`config.mk`:
```
export PLATFORM = sky130hd
export DESIGN_NAME = msa_ram
export DESIGN_NICKNAME = d
export VERILOG_FILES = /design/src/rtl/multi_level_sensor_stats_aggregator_assert.svh /design/src/rtl/msa_ram.sv
export SDC_FILE = /design/constraint.sdc
export NUM_CORES = 1
export LEC_CHECK = 0
export BUFFER_PORTS_ARGS = -buffer_cell sky130_fd_sc_hd__buf_2
export CORE_MARGIN = 4
export CORE_UTILIZATION = 30
export CTS_BUF_LIST = sky130_fd_sc_hd__clkbuf_8
export CTS_CLUSTER_SIZE = 8
export DETAILED_ROUTE_END_ITERATION = 10
export SETUP_SLACK_MARGIN = 0.3
export SLEW_MARGIN = 25
export SYNTH_ARGS = -nofsm -noshare
export SYNTH_HDL_FRONTEND = slang
export SYNTH_SLANG_ARGS = --single-unit
```
`constraint.sdc`:
```
create_clock -name clk_i -period 2.3 [get_ports clk_i]
set_input_delay 0.115 -clock clk_i [delete_from_list [all_inputs] [get_ports clk_i]]
set_output_delay 0.115 -clock clk_i [all_outputs]
set_load 0.01 [all_outputs]
```
`src/rtl/multi_level_sensor_stats_aggregator_assert.svh`:
```
// assertion macros used by the aggregator rtl
`ifndef MULTI_LEVEL_SENSOR_STATS_AGGREGATOR_ASSERT_SVH
`define MULTI_LEVEL_SENSOR_STATS_AGGREGATOR_ASSERT_SVH

`ifndef ASSERT_OFF
// property checked on every rising clock edge outside reset
`define MSA_ASSERT(lbl, clk, rstn, prop) \
  lbl: assert property (@(posedge clk) disable iff (!rstn) (prop)) \
    else $error("assertion failed");
// implication checked on every rising clock edge outside reset
`define MSA_ASSERT_IMP(lbl, clk, rstn, ante, cons) \
  lbl: assert property (@(posedge clk) disable iff (!rstn) (ante) |-> (cons)) \
    else $error("assertion failed");
`else
`define MSA_ASSERT(lbl, clk, rstn, prop)
`define MSA_ASSERT_IMP(lbl, clk, rstn, ante, cons)
`endif

`endif

```
`src/rtl/msa_ram.sv`:
```
`timescale 1ns / 1ps
`default_nettype none

module msa_ram #(
  parameter int unsigned WIDTH = 16,
  parameter int unsigned DEPTH = 64
) (
  input  wire logic                                  clk_i,
  input  wire logic                                  we_i,
  input  wire logic [((DEPTH>1)?$clog2(DEPTH):1)-1:0] waddr_i,
  input  wire logic [WIDTH-1:0]                      wdata_i,
  input  wire logic                                  re_i,
  input  wire logic [((DEPTH>1)?$clog2(DEPTH):1)-1:0] raddr_i,
  output logic      [WIDTH-1:0]                      rdata_o
);

  logic [WIDTH-1:0] mem_q [DEPTH];

  // one write port, one registered read port
  always_ff @(posedge clk_i) begin
    if (we_i) begin
      mem_q[waddr_i] <= wdata_i;
    end
    if (re_i) begin
      rdata_o <= mem_q[raddr_i];
    end
  end

endmodule

`default_nettype wire

```
# == Word-level counts from Yosys, hierarchy flattened ==
# Memories as Yosys holds them, arrays and structs flattened. A register that Yosys moved wholly into a read port is not among the register bits.
# Index checks and enable logic that the tools add are counted.
# word_totals
input_bits,31
output_inout_bits,16
reg_bits,0
mem_count,1
ram_bits,1024
word_cells,3
# op_classes
mux,2
# memory_table
memory,words,width,rd,rd_ports_with_merged_regs,write_ports,line_no,rtl
mem_q,64,16,1,1,1,msa_ram.sv:17,logic [WIDTH-1:0] mem_q [DEPTH];
# op_table
operator,n
two-way mux 1 bit,2

# == Depth between registers and ports, before layout ==
# depth
ltp_word,2
mapped_depth,10
mapped_depth_nobuf,5

# == Least setup slack after synthesis ==
# OpenSTA, ideal clock, no wires.
# synth_path
path_type,input-to-reg
from,in waddr_i[3] (netlist bit)
to,"mem mem_q[48][0], enable pin"
stages,4
setup_ns,0.409
n_path_buf,1
setup_slack_ns,0.150
required_time_ns,1.891
arrival_time_ns,1.741
cell_sequence,clkbuf_1 nor2b_1 nand4b_1 nor3_1
# synth_lines
item,line_no,rtl
start: declaration,msa_ram.sv:10,"input wire logic [((DEPTH>1)?$clog2(DEPTH):1)-1:0] waddr_i,"
end: declaration,msa_ram.sv:17,
# No word-level cell before the write port.

==> results.md <==
- Status: finished, final reports clean
- Worst Tran Pin Value: 0.908 ns
- CP Data Required Time: 2.84 ns
- Routed Antenna Nets: 0
- Register area share after synthesis: 0.777
- Vias in the first global route: 21000
- CP Launch Type: flip-flop
- Normalized max-slew margin: 0.395
- Synth Area in XOR/XNOR: 0
- Root Buffer: clkbuf_8
- DR vias/cell: 4.96
- Final wirelength: 99200 µm
- Worst Reg-to-Reg Cells: 5
- Setup Skew: 0.0301 ns
- Via count: 20200
- Pleak: 15.3 nW
- Fill cells: 12200
- Storage element area: 31200 µm²
- Die Footprint: about 140000 µm²
- Worst VDD drop: 0.000595 V
- DR iter-0 viols: 2061
- Critical path arrival: 2.57 ns
- Row count: 134
- Multi-input logic area: 8430 µm²
- Reg clk slew, reported paths: 0.06 ns
- Post-Syn Area per Cell: 22.0 µm²
- Synth Area in Simple Gates: 0.0264
- Largest net degree at the start of global routing: 65
- CP Class: reg -> reg
- Post-Synthesis Cells: about 1800
- Most frequent cells in the layout: edfxtp_1, mux4_2, buf_4, clkbuf_8, mux2i_1
- Layout cell share with drive strength beyond 1: 0.327
- Total design power: 37.0 mW
- Hold Slack: between 0.1 and 0.15 ns
- H-tree Lvls: 4
- Bufs on Longest Clock Path: 3
- RSZ-0062 raised after global routing: yes
- Setup Viol. Count Final: 0
- PwrDens: 781 nW/µm²
- TritonCTS buffer count: 163
- Starting Density: 0.302
- CORE AREA: 133000 µm²
- Dpl ws: -0.179 ns
- Compound-Gate Fraction of Synth Area: 0.0240
- Nets: 2235
- Die X: 374 µm
- Final core occ: 0.355
- Min-Delay Path Class: in -> reg
- CP endpoint kind: flip-flop
- Post-DP HPWL: 63100 µm
- # Max-Cap Violations: 0
- Routed length per instance: 24.4 µm
- Hold Vio Cnt, Final: 0
- Initial antenna violation count: 11
- Max Transition Viols Final: 0
- Main combinational cell family by area after synthesis: multiplexers
- Layout area overhead: 17.7%
- Worst skew pair latency: 0.81 ns
- DR DRC count: 0
- Die H: 374 µm
- Gr ovfl total: 0
- Synth warn: 0
- First-pass GRT wire length: 144000 µm
- Mapped Area: 40200 µm²
- Setup WS post-layout: about 0.27 ns
- Crit share post-route: 0.884
- Mux cell area share after synthesis: 0.155
- CTS tree: built
- I/O pins: 47
- Hold depth: 4
- Crit path time final: 2.03 ns
- Clock Sink Count: 1040
- FMAX: just under 500 MHz
- # port buffers: between 40 and 50
- Gp weighted congestion: 0.839
- GRT Util Overall: 0.140
- Mapped Nets: 1860
- Count of different cell masters after synthesis: 42
- Crit-path max FO: 1
- Adder-cell share of the synthesized area: 0
- Commonest non-fill, non-tap cell in the layout: edfxtp_1
- DRT Pass-1 Iters: 7
- Seq cells post-synth: ~1000
path summary, 6_finish.rpt:
path	start	end	slack (ns)
setup / recovery	mem_q[62][11]	rdata_o[11]	0.27
hold / removal	raddr_i[5]	rdata_o[1]	0.10
setup reg to reg	mem_q[62][11]	rdata_o[11]	0.27
hold reg to reg	mem_q[57][12]	rdata_o[12]	0.94
cells by family (layout without fill, tap and decap cells):
family,after synthesis,after routing
muxes,336,336
AOI/OAI and AO/OA,129,129
buffers and inverters,104,577
DFF,1040,1040
other,0,3
and+or+nand+nor,220,220
final cells by class:
cell class,count,area share
Timing Repair Buffer,314,0.0571
Clock buffer,169,0.0491
Multi-Input combinational cell,685,0.178
Tap cell,1768,0.0467
Antenna cell,3,0.000159
Clock inverter,94,0.00901
Sequential cell,1040,0.660
worst max-delay path, cell delays in order, from the launching register on:
cell and delay, ns:
edfxtp_1 0.36, mux4_2 0.46, mux2_2 0.31, a221oi_2 0.41, buf_4 0.18, a311oi_1 0.03
sequential cells by signal, indices dropped and copies added (netlist names):
signal / flops
mem_q: 1024
rdata_o: 16
cell usage after synthesis (all sizes together):
cell type  count  area share
nand3         24      0.0030
mux4         224        0.13
a31oi          8      0.0012
o21ai          8      0.0010
mux2          27      0.0076
nand2b         3     0.00047
nand3b         2     0.00037
a221oi        16      0.0035
a221o          6      0.0015
and4           5      0.0011
or3            1     0.00016
a22oi         39      0.0073
clkbuf        27      0.0027
and2           2     0.00031
nand4b         1     0.00022
edfxtp      1040        0.78
nand4         12      0.0019
nor4           3     0.00093
a211o          8      0.0017
nor2          74      0.0070
a22o           6      0.0013
nor3           2     0.00025
a41oi          5      0.0011
a21oi         17      0.0021
buf           77       0.016
nand2         60      0.0058
a311oi         8      0.0017
a211oi         8      0.0015
or3b           1     0.00022
mux2i         85       0.021
nor2b         30      0.0047
layer usage:
layer,global-route usage,vias to the layer above,wire (µm),part of all wire
met1,0.189,10700,41500,0.42
li1,-,8460,-,-
met5,0,-,27,0.00027
met2,0.221,863,47000,0.47
met4,0.0456,4,2380,0.024
met3,0.0360,161,8210,0.083
through the flow:
| stage | instance area, µm² | cells | setup TNS, ns |
|---|---|---|---|
| 4_1_cts | 47200 | 4067 | 0 |
| 3_5_place_dp | 44200 | 3785 | -0.949 |
| 2_1_floorplan | 40200 | 1829 | 0 |
| 3_3_place_gp | 44200 | 3785 | -0.881 |
| 6_report | 47300 | 4073 | 0 |
| 5_1_grt | 47300 | 4072 | 0 |
power by group:
part	total [mW]	switching (mW)	leakage (nW)	internal [mW]
combinational	2.26	1.33	4.26	0.935
sequential	21.1	0.0612	9.37	21.0
clock	13.6	6.79	1.62	6.83
timing repair:
action	CTS	global route
endpoints found under the setup margin	9	10
gates cloned	0	0
buffers inserted	0	0
pin swaps	9	16
hold endpoints to repair	532	102
resized for setup	12	19
hold buffers	19	2
Note: power is estimated with default switching activity, not from simulation.
