--- src/rtl/multi_level_sensor_stats_aggregator_assert.svh ---
// assertion macros used by the aggregator rtl
`ifndef MULTI_LEVEL_SENSOR_STATS_AGGREGATOR_ASSERT_SVH
`define MULTI_LEVEL_SENSOR_STATS_AGGREGATOR_ASSERT_SVH

`ifndef ASSERT_OFF
// property checked on every rising clock edge outside reset
`define MSA_ASSERT(lbl, clk, rstn, prop) \
  lbl: assert property (@(posedge clk) disable iff (!rstn) (prop)) \
    else $error("assertion failed");
// implication checked on every rising clock edge outside reset
`define MSA_ASSERT_IMP(lbl, clk, rstn, ante, cons) \
  lbl: assert property (@(posedge clk) disable iff (!rstn) (ante) |-> (cons)) \
    else $error("assertion failed");
`else
`define MSA_ASSERT(lbl, clk, rstn, prop)
`define MSA_ASSERT_IMP(lbl, clk, rstn, ante, cons)
`endif

`endif

--- src/rtl/msa_pkg.sv ---
`timescale 1ns / 1ps
`default_nettype none

package msa_pkg;

  localparam int unsigned DATA_W  = 16;
  localparam int unsigned CH_W    = 3;
  localparam int unsigned LVL_W   = 3;
  localparam int unsigned USED_W  = 6;
  localparam int unsigned LIMIT_W = 4;
  // entry counts up to 64 and the sum of 64 samples
  localparam int unsigned CNT_W   = 7;
  localparam int unsigned SUM_W   = 23;

  localparam logic [LVL_W-1:0] LVL_MINUTE = 3'd1;
  localparam logic [LVL_W-1:0] LVL_TENMIN = 3'd2;
  localparam logic [LVL_W-1:0] LVL_HOUR   = 3'd3;
  localparam logic [LVL_W-1:0] LVL_DAY    = 3'd4;

  localparam logic [LIMIT_W-1:0] LIMIT_RESET = 4'd4;

  typedef struct packed {
    logic [CH_W-1:0]          channel;
    logic signed [DATA_W-1:0] sample;
    logic                     sample_valid;
    logic                     hold_sample;
    logic [LVL_W-1:0]         rollup_level;
  } in_t;

  typedef struct packed {
    logic [CH_W-1:0]          out_channel;
    logic [LVL_W-1:0]         level;
    logic signed [DATA_W-1:0] average;
    logic signed [DATA_W-1:0] minimum;
    logic signed [DATA_W-1:0] maximum;
    logic [USED_W-1:0]        entries_used;
  } out_t;

  typedef enum logic [4:0] {
    ST_CLR  = 5'b00001,
    ST_IDLE = 5'b00010,
    ST_PRE  = 5'b00100,
    ST_SCAN = 5'b01000,
    ST_DIV  = 5'b10000
  } state_e;

endpackage

`default_nettype wire

--- src/rtl/msa_div.sv ---
`timescale 1ns / 1ps
`default_nettype none

module msa_div (
  input  wire logic                                clk_i,
  input  wire logic                                rst_ni,
  input  wire logic                                start_i,
  input  wire logic signed [msa_pkg::SUM_W-1:0]    dividend_i,
  input  wire logic        [msa_pkg::CNT_W-1:0]    divisor_i,
  output logic                                     done_o,
  output logic signed [msa_pkg::DATA_W-1:0]        quot_o
);

  localparam int unsigned STEP_W = $clog2(msa_pkg::SUM_W + 1);

  logic                        run_q, run_d;
  logic [STEP_W-1:0]           step_q, step_d;
  logic                        neg_q, neg_d;
  logic [msa_pkg::SUM_W-1:0]   mag_q, mag_d;
  logic [msa_pkg::CNT_W:0]     rem_q, rem_d;
  logic [msa_pkg::CNT_W:0]     rem_sh;
  logic                        done_q, done_d;
  logic [msa_pkg::SUM_W-1:0]   quot_full;

  // restoring division on the magnitude, one quotient bit per cycle
  always_comb begin
    run_d  = run_q;
    step_d = step_q;
    neg_d  = neg_q;
    mag_d  = mag_q;
    rem_d  = rem_q;
    done_d = 1'b0;
    rem_sh = {rem_q[msa_pkg::CNT_W-1:0], mag_q[msa_pkg::SUM_W-1]};
    if (start_i) begin
      run_d  = 1'b1;
      step_d = STEP_W'(msa_pkg::SUM_W);
      neg_d  = dividend_i[msa_pkg::SUM_W-1];
      mag_d  = dividend_i[msa_pkg::SUM_W-1] ? (~dividend_i + 1'b1) : dividend_i;
      rem_d  = '0;
    end else if (run_q) begin
      if (rem_sh >= {1'b0, divisor_i}) begin
        rem_d = rem_sh - {1'b0, divisor_i};
        mag_d = {mag_q[msa_pkg::SUM_W-2:0], 1'b1};
      end else begin
        rem_d = rem_sh;
        mag_d = {mag_q[msa_pkg::SUM_W-2:0], 1'b0};
      end
      step_d = step_q - 1'b1;
      if (step_q == STEP_W'(1)) begin
        run_d  = 1'b0;
        done_d = 1'b1;
      end
    end
  end

  always_ff @(posedge clk_i or negedge rst_ni) begin
    if (!rst_ni) begin
      run_q  <= 1'b0;
      step_q <= '0;
      done_q <= 1'b0;
    end else begin
      run_q  <= run_d;
      step_q <= step_d;
      done_q <= done_d;
    end
  end

  always_ff @(posedge clk_i) begin
    neg_q <= neg_d;
    mag_q <= mag_d;
    rem_q <= rem_d;
  end

  assign quot_full = neg_q ? (~mag_q + 1'b1) : mag_q;
  assign quot_o    = quot_full[msa_pkg::DATA_W-1:0];
  assign done_o    = done_q;

endmodule

`default_nettype wire
--- config.mk ---
export PLATFORM = sky130hd
export DESIGN_NAME = msa_div
export DESIGN_NICKNAME = d
export VERILOG_FILES = /design/src/rtl/multi_level_sensor_stats_aggregator_assert.svh /design/src/rtl/msa_pkg.sv /design/src/rtl/msa_div.sv
export SDC_FILE = /design/constraint.sdc
export NUM_CORES = 1
export LEC_CHECK = 0
export CORE_UTILIZATION = 45
export CTS_CLUSTER_DIAMETER = 100
export DETAILED_ROUTE_END_ITERATION = 12
export DONT_BUFFER_PORTS = 1
export GPL_TIMING_DRIVEN = 0
export PLACE_DENSITY = 0.7
export REMOVE_ABC_BUFFERS = 1
export SYNTH_ARGS = -nofsm -noshare
export SYNTH_HDL_FRONTEND = slang
export SYNTH_SLANG_ARGS = --single-unit
--- constraint.sdc ---
create_clock -name clk_i -period 2.2 [get_ports clk_i]
set_input_delay 0.11 -clock clk_i [delete_from_list [all_inputs] [get_ports clk_i]]
set_output_delay 0.11 -clock clk_i [all_outputs]
set_load 0.01 [all_outputs]
Yosys cells after proc, flatten, opt, wreduce, memory -nomap -nowiden --
Cells that the tools add are included.
Storage, ports and cells: flip-flop bits (word level) 38, bits in latches 0, bits in writable memories 0, bits in read-only memories 0, input port bits 33, output and inout bits 17, word-level logic and storage cells 29, memories kept 0
Operators by class: add/sub/neg operators 4, multipliers 0, div/mod/pow operators 0, magnitude comparators 1, equal/unequal tests 1, shift-type cells 0, mux-type cells 14, bitwise gates (word level) 2, reduce and logical (&&, ||, !) cells 1
Operator list (number):
- 23-bit 2-to-1 mux | 3
- 23-bit by 1-bit adder with 23-bit output (second input constant) | 1
- 23-bit inverter | 1
- 16-bit by 1-bit adder with 16-bit output (second input constant) | 1
- 16-bit 2-to-1 mux | 1
- 16-bit inverter | 1
- 5-bit 2-to-1 mux | 2
- 8-bit by 7-bit greater-or-equal comparator with 1-bit output | 1
- 1-bit 2-to-1 mux | 7
- 7-bit 2-to-1 mux | 1
- 7-bit subtractor | 1
- 5-bit by 1-bit equality test with 1-bit output (second input constant) | 1
- 5-bit by 1-bit subtractor with 5-bit output (second input constant) | 1
- 2-bit nonzero test | 1

Longest topological paths before layout --
word-level depth 4, gate-level depth with buffers 9, mapped depth without buffers 7

Worst setup path after synthesis --
No wires, ideal clock.
kind reg2reg, start point register rem_q[4] (netlist name), end point register mag_q[0] (netlist name) (data pin), library setup time 0.268 ns, arrival 1.975 ns, data required time 1.932 ns, slack -0.043 ns, cell stages (with the launch flop) 8, path buffers 2, clock period less this slack 2.243 ns, cell sequence dfxtp_1 -> ha_1 -> clkbuf_1 -> a21o_1 -> a211oi_1 -> and3_1 -> clkbuf_1 -> mux2i_1
On the way: longest elaborated chain between the ends 4
Ends and longest elaborated chain:
- start, declared | RTL line msa_div.sv:20 | logic [msa_pkg::CNT_W:0] rem_q, rem_d;
- start signal, assigned | RTL line msa_div.sv:71 | rem_q <= rem_d;
- 8-bit by 7-bit greater-or-equal comparator with 1-bit output | RTL line msa_div.sv:41 | if (rem_sh >= {1'b0, divisor_i}) begin
- 1-bit 2-to-1 mux | RTL line msa_div.sv:41
- 23-bit 2-to-1 mux | RTL line msa_div.sv:40 | end else if (run_q) begin
- 23-bit 2-to-1 mux | RTL line msa_div.sv:34 | if (start_i) begin
- named net mag_d, one bit | RTL line msa_div.sv:19 | logic [msa_pkg::SUM_W-1:0] mag_q, mag_d;
- end signal, assigned | RTL line msa_div.sv:70 | mag_q <= mag_d;
- end, declared | RTL line msa_div.sv:19
The timed path passes the listed nets, and every way through them passes these cells. The select of a mux whose other input is x is not followed. A chain may end at the register's enable or synchronous reset.

Final worst setup path --
start point register mag_q[0] (netlist name), end point output quot_o[15] (netlist name)
On the way: longest elaborated chain between the ends 3
Ends and longest elaborated chain:
- 16-bit inverter | RTL line msa_div.sv:74 | assign quot_full = neg_q ? (~mag_q + 1'b1) : mag_q;
- 16-bit by 1-bit adder with 16-bit output | RTL line msa_div.sv:74
- 16-bit 2-to-1 mux | RTL line msa_div.sv:74
- end, declared | RTL line msa_div.sv:11 | output logic signed [msa_pkg::DATA_W-1:0] quot_o
Every way passes these cells.

==> qor.csv <==
stage;metric;value;unit
status;status;finished, violations left;
status;violations;design-rule violations, negative setup slack;
critical_path;cp-start-kind;flip-flop;
floorplanning;start_util;47.3;%
layout;layout_commonest_cell;nor2_1;
hold_path;worstHoldStart;start_i;
timing;fin_crit;2.29;ns
power;p_leak;1.27;nW
yosys;synthTopCellsByArea;edfxtp_1 (24%), xnor2_1 (7.2%), dfrtp_1 (5.7%);
power;ir_drop;0.000370;V
critical_path;r2r-start;mag_q[22];
clock_tree;cts_root_buf;clkbuf_8;
floorplanning;ios;50;
clock_tree;cts_buffer_depth;2;
floorplanning;row_count;29;
timing;rsz0062_at_grt;true;
timing;tightest_slew;0.904;ns
yosys;yosysTopAreaCell;edfxtp_1;
detailed_routing;routed_wl;7370;um
critical_path;crit_chain;or3_4, or3b_4, o41ai_4, xnor2_2;
timing;fin_crit_sh;104;%
yosys;ys_ff_latch;38;
detailed_routing;drt_first_iter_violations;198;
yosys;synth_edf_count;24;
critical_path;crit_path_end_kind;output pin;
yosys;yosysUniqueCellTypes;54;
layout;final_cell_mix;nor2_1 (29), nand2_1 (26), inv_1 (24), edfxtp_1 (24), xnor2_1 (22);
critical_path;crit_path_start;mag_q[0];
timing;slew-limit-headroom;39.2;%
floorplanning;die_h;84.4;um
place;dp_slack;-0.303;ns
critical_path;critPathKind;flip-flop to output pin;
yosys;synth_top_area_share;23.6;%
timing;final-hold-violation-count;0;
grt;grt-ovfl-total;0;
floorplanning;core-area;0.00646;mm2
yosys;async_flop_share;18.4;%
detailed_routing;vias_per_cell;6.27;
timing;final_max_slew_viol_count;0;
grt;grt_pass1_vias;2506;
grt;antenna_found_initial;0;
place;port-buffer-count;0;
grt;grt_use_total;20.8;%
critical_path;worstPathArrival;2.18;ns
clock_tree;numClockSinks;38;
timing;fmaxAchievable;437;MHz
yosys;syn_avg_cell_area;8.65;um2
clock_tree;clkTransAtPathRegs;0.08;ns
yosys;ys_seq_area_share;33.9;%
detailed_routing;ant_nets;0;
grt;grt_pass1_wl;12000;um
clock_tree;cts_made_buffers;5;
timing;skew;0.00575;ns
detailed_routing;drc;2;
detailed_routing;detail_route.wl_per_cell;17.3;um
layout;layout.cells.non_filler;426;
detailed_routing;route.vias.total;2669;
run;drv_cap;0;
clock_tree;ctsHtreeMaxLevel;2;
layout;layout.nets;393;
yosys;ys_warn_count;0;
grt;grt_max_degree;51;
critical_path;required;2.09;ns
yosys;synthFlopType;edfxtp_1;
clock_tree;cts_tree;built;
layout;areaGrowthSynthToFinish;10.8;%
timing;setup_viol;6;
place;dp_hpwl;4960;um
place;numPlacedInstances;408;
critical_path;crit_slowest_cell;edfxtp_1;
detailed_routing;first_pass_iters;8;
power;powerDensity;769;mW/mm2
yosys;synth_area;0.00305;mm2
floorplanning;dieArea;0.00712;mm2
layout;fin_util;52.4;%
hold_path;hold_path_depth;1;
floorplanning;die_w;84.4;um
clock_tree;insertion_delay;0.30;ns
layout;antennaDiodeCount;0;
timing;setup_slack;-0.0900;ns
critical_path;crit_fanout;5;
place;routabilityCongestion;0.795;
hold_path;hold_path.class;primary input to flip-flop;
layout;drive_gt1_share;13.2;%
timing;whs;0.0120;ns
critical_path;reg2regPathDepth;7;
critical_path;cpPeakStageDelay;0.50;ns
timing;setup_tns;-0.310;ns
yosys;netlist_instances;353;
## power breakdown
part	switching (mW)	total [mW]	internal [mW]	leakage (nW)
registers	0.118	1.01	0.887	0.384
logic	0.509	0.960	0.451	0.820
clock network	0.274	0.638	0.363	0.0647
## worst max-delay path, delay by kind of cell (launching register included)
family	cells	cell delay [ns]
AND/OR/NAND/NOR	2	0.90
flip-flops	1	0.50
AO/OA/AOI/OAI	1	0.30
XOR/XNOR	1	0.19
## layer usage
layer | GRT usage [%] | share of wire, % | wire length [um]
met5 | 0 | 0 | 0
met4 | 7.55 | 1.7 | 122
met3 | 3.83 | 6.7 | 492
met2 | 33.8 | 47 | 3470
met1 | 27.9 | 45 | 3280
## synth_stat cells (6+ instances only)
| master | n |
|---|---|
| o21ai_0 | 14 |
| dfrtp_1 | 7 |
| xor2_1 | 7 |
| nor3b_1 | 6 |
| edfxtp_1 | 24 |
| dfxtp_1 | 7 |
| inv_1 | 24 |
| nand2_1 | 26 |
| o31ai_1 | 9 |
| ha_1 | 11 |
| nor2_1 | 29 |
| a21oi_1 | 17 |
| and3_1 | 8 |
| clkbuf_1 | 13 |
| xnor2_1 | 25 |
| or4_1 | 10 |
| or3_1 | 8 |
| nand2b_1 | 7 |
| a41oi_1 | 8 |
| nand3_1 | 11 |
## registers in the layout, indices dropped and copies added (netlist names)
register and count:
step_q 5, done_o 1, run_q 1, mag_q 23, neg_q 1, rem_q 7
## timing repair
action,in CTS,in global routing
hold buffers,3,0
endpoints found under the hold margin,11,0
setup buffers,4,3
pin swaps,5,6
resized for setup,18,7
endpoints found under the setup margin,14,12
## cells by family (layout without fill, tap and decap cells)
group                    after synthesis  after routing  share of synthesized area [%]
buffers and inverters                 46             42                           6.72
flip-flops                            38             38                           33.9
adder cells (fa/ha/maj)               12             12                           5.16
AO/OA/AOI/OAI                         84             84                           19.3
AND/OR/NAND/NOR                      139            139                           25.0
XOR/XNOR                              32             32                           9.18
multiplexers                           2              2                          0.656
## through the flow
| step | cell area (um2) | power [mW] |
|---|---|---|
| after floorplan | 2940 | 1.65 |
| after global placement | 3030 | 1.81 |
| after detailed placement | 3030 | 1.83 |
| after CTS | 3320 | 2.55 |
| after global routing | 3380 | 2.76 |
| final | 3380 | 2.60 |
## layout make-up
| type | instances | area, um2 |
|---|---|---|
| clock buffer | 7 | 119 |
| tap | 77 | 96.3 |
| sequential | 38 | 1040 |
| timing repair buffer | 10 | 82.6 |
| fill | 599 | 3080 |
| clock inverter | 1 | 8.76 |
| inverter | 24 | 90.1 |
| multi-input combinational | 269 | 1950 |
## path summary, 6_finish.rpt
check / to / slack (ns)
setup / recovery: quot_o[15] / -0.09
hold / removal: mag_q[4] / 0.01
setup reg to reg: rem_q[0] / 0.11
hold reg to reg: rem_q[2] / 0.51
max in group asynchronous: step_q[1] / 1.81
min in group asynchronous: step_q[2] / 0.14
Note: power is estimated with default switching activity, not from simulation.
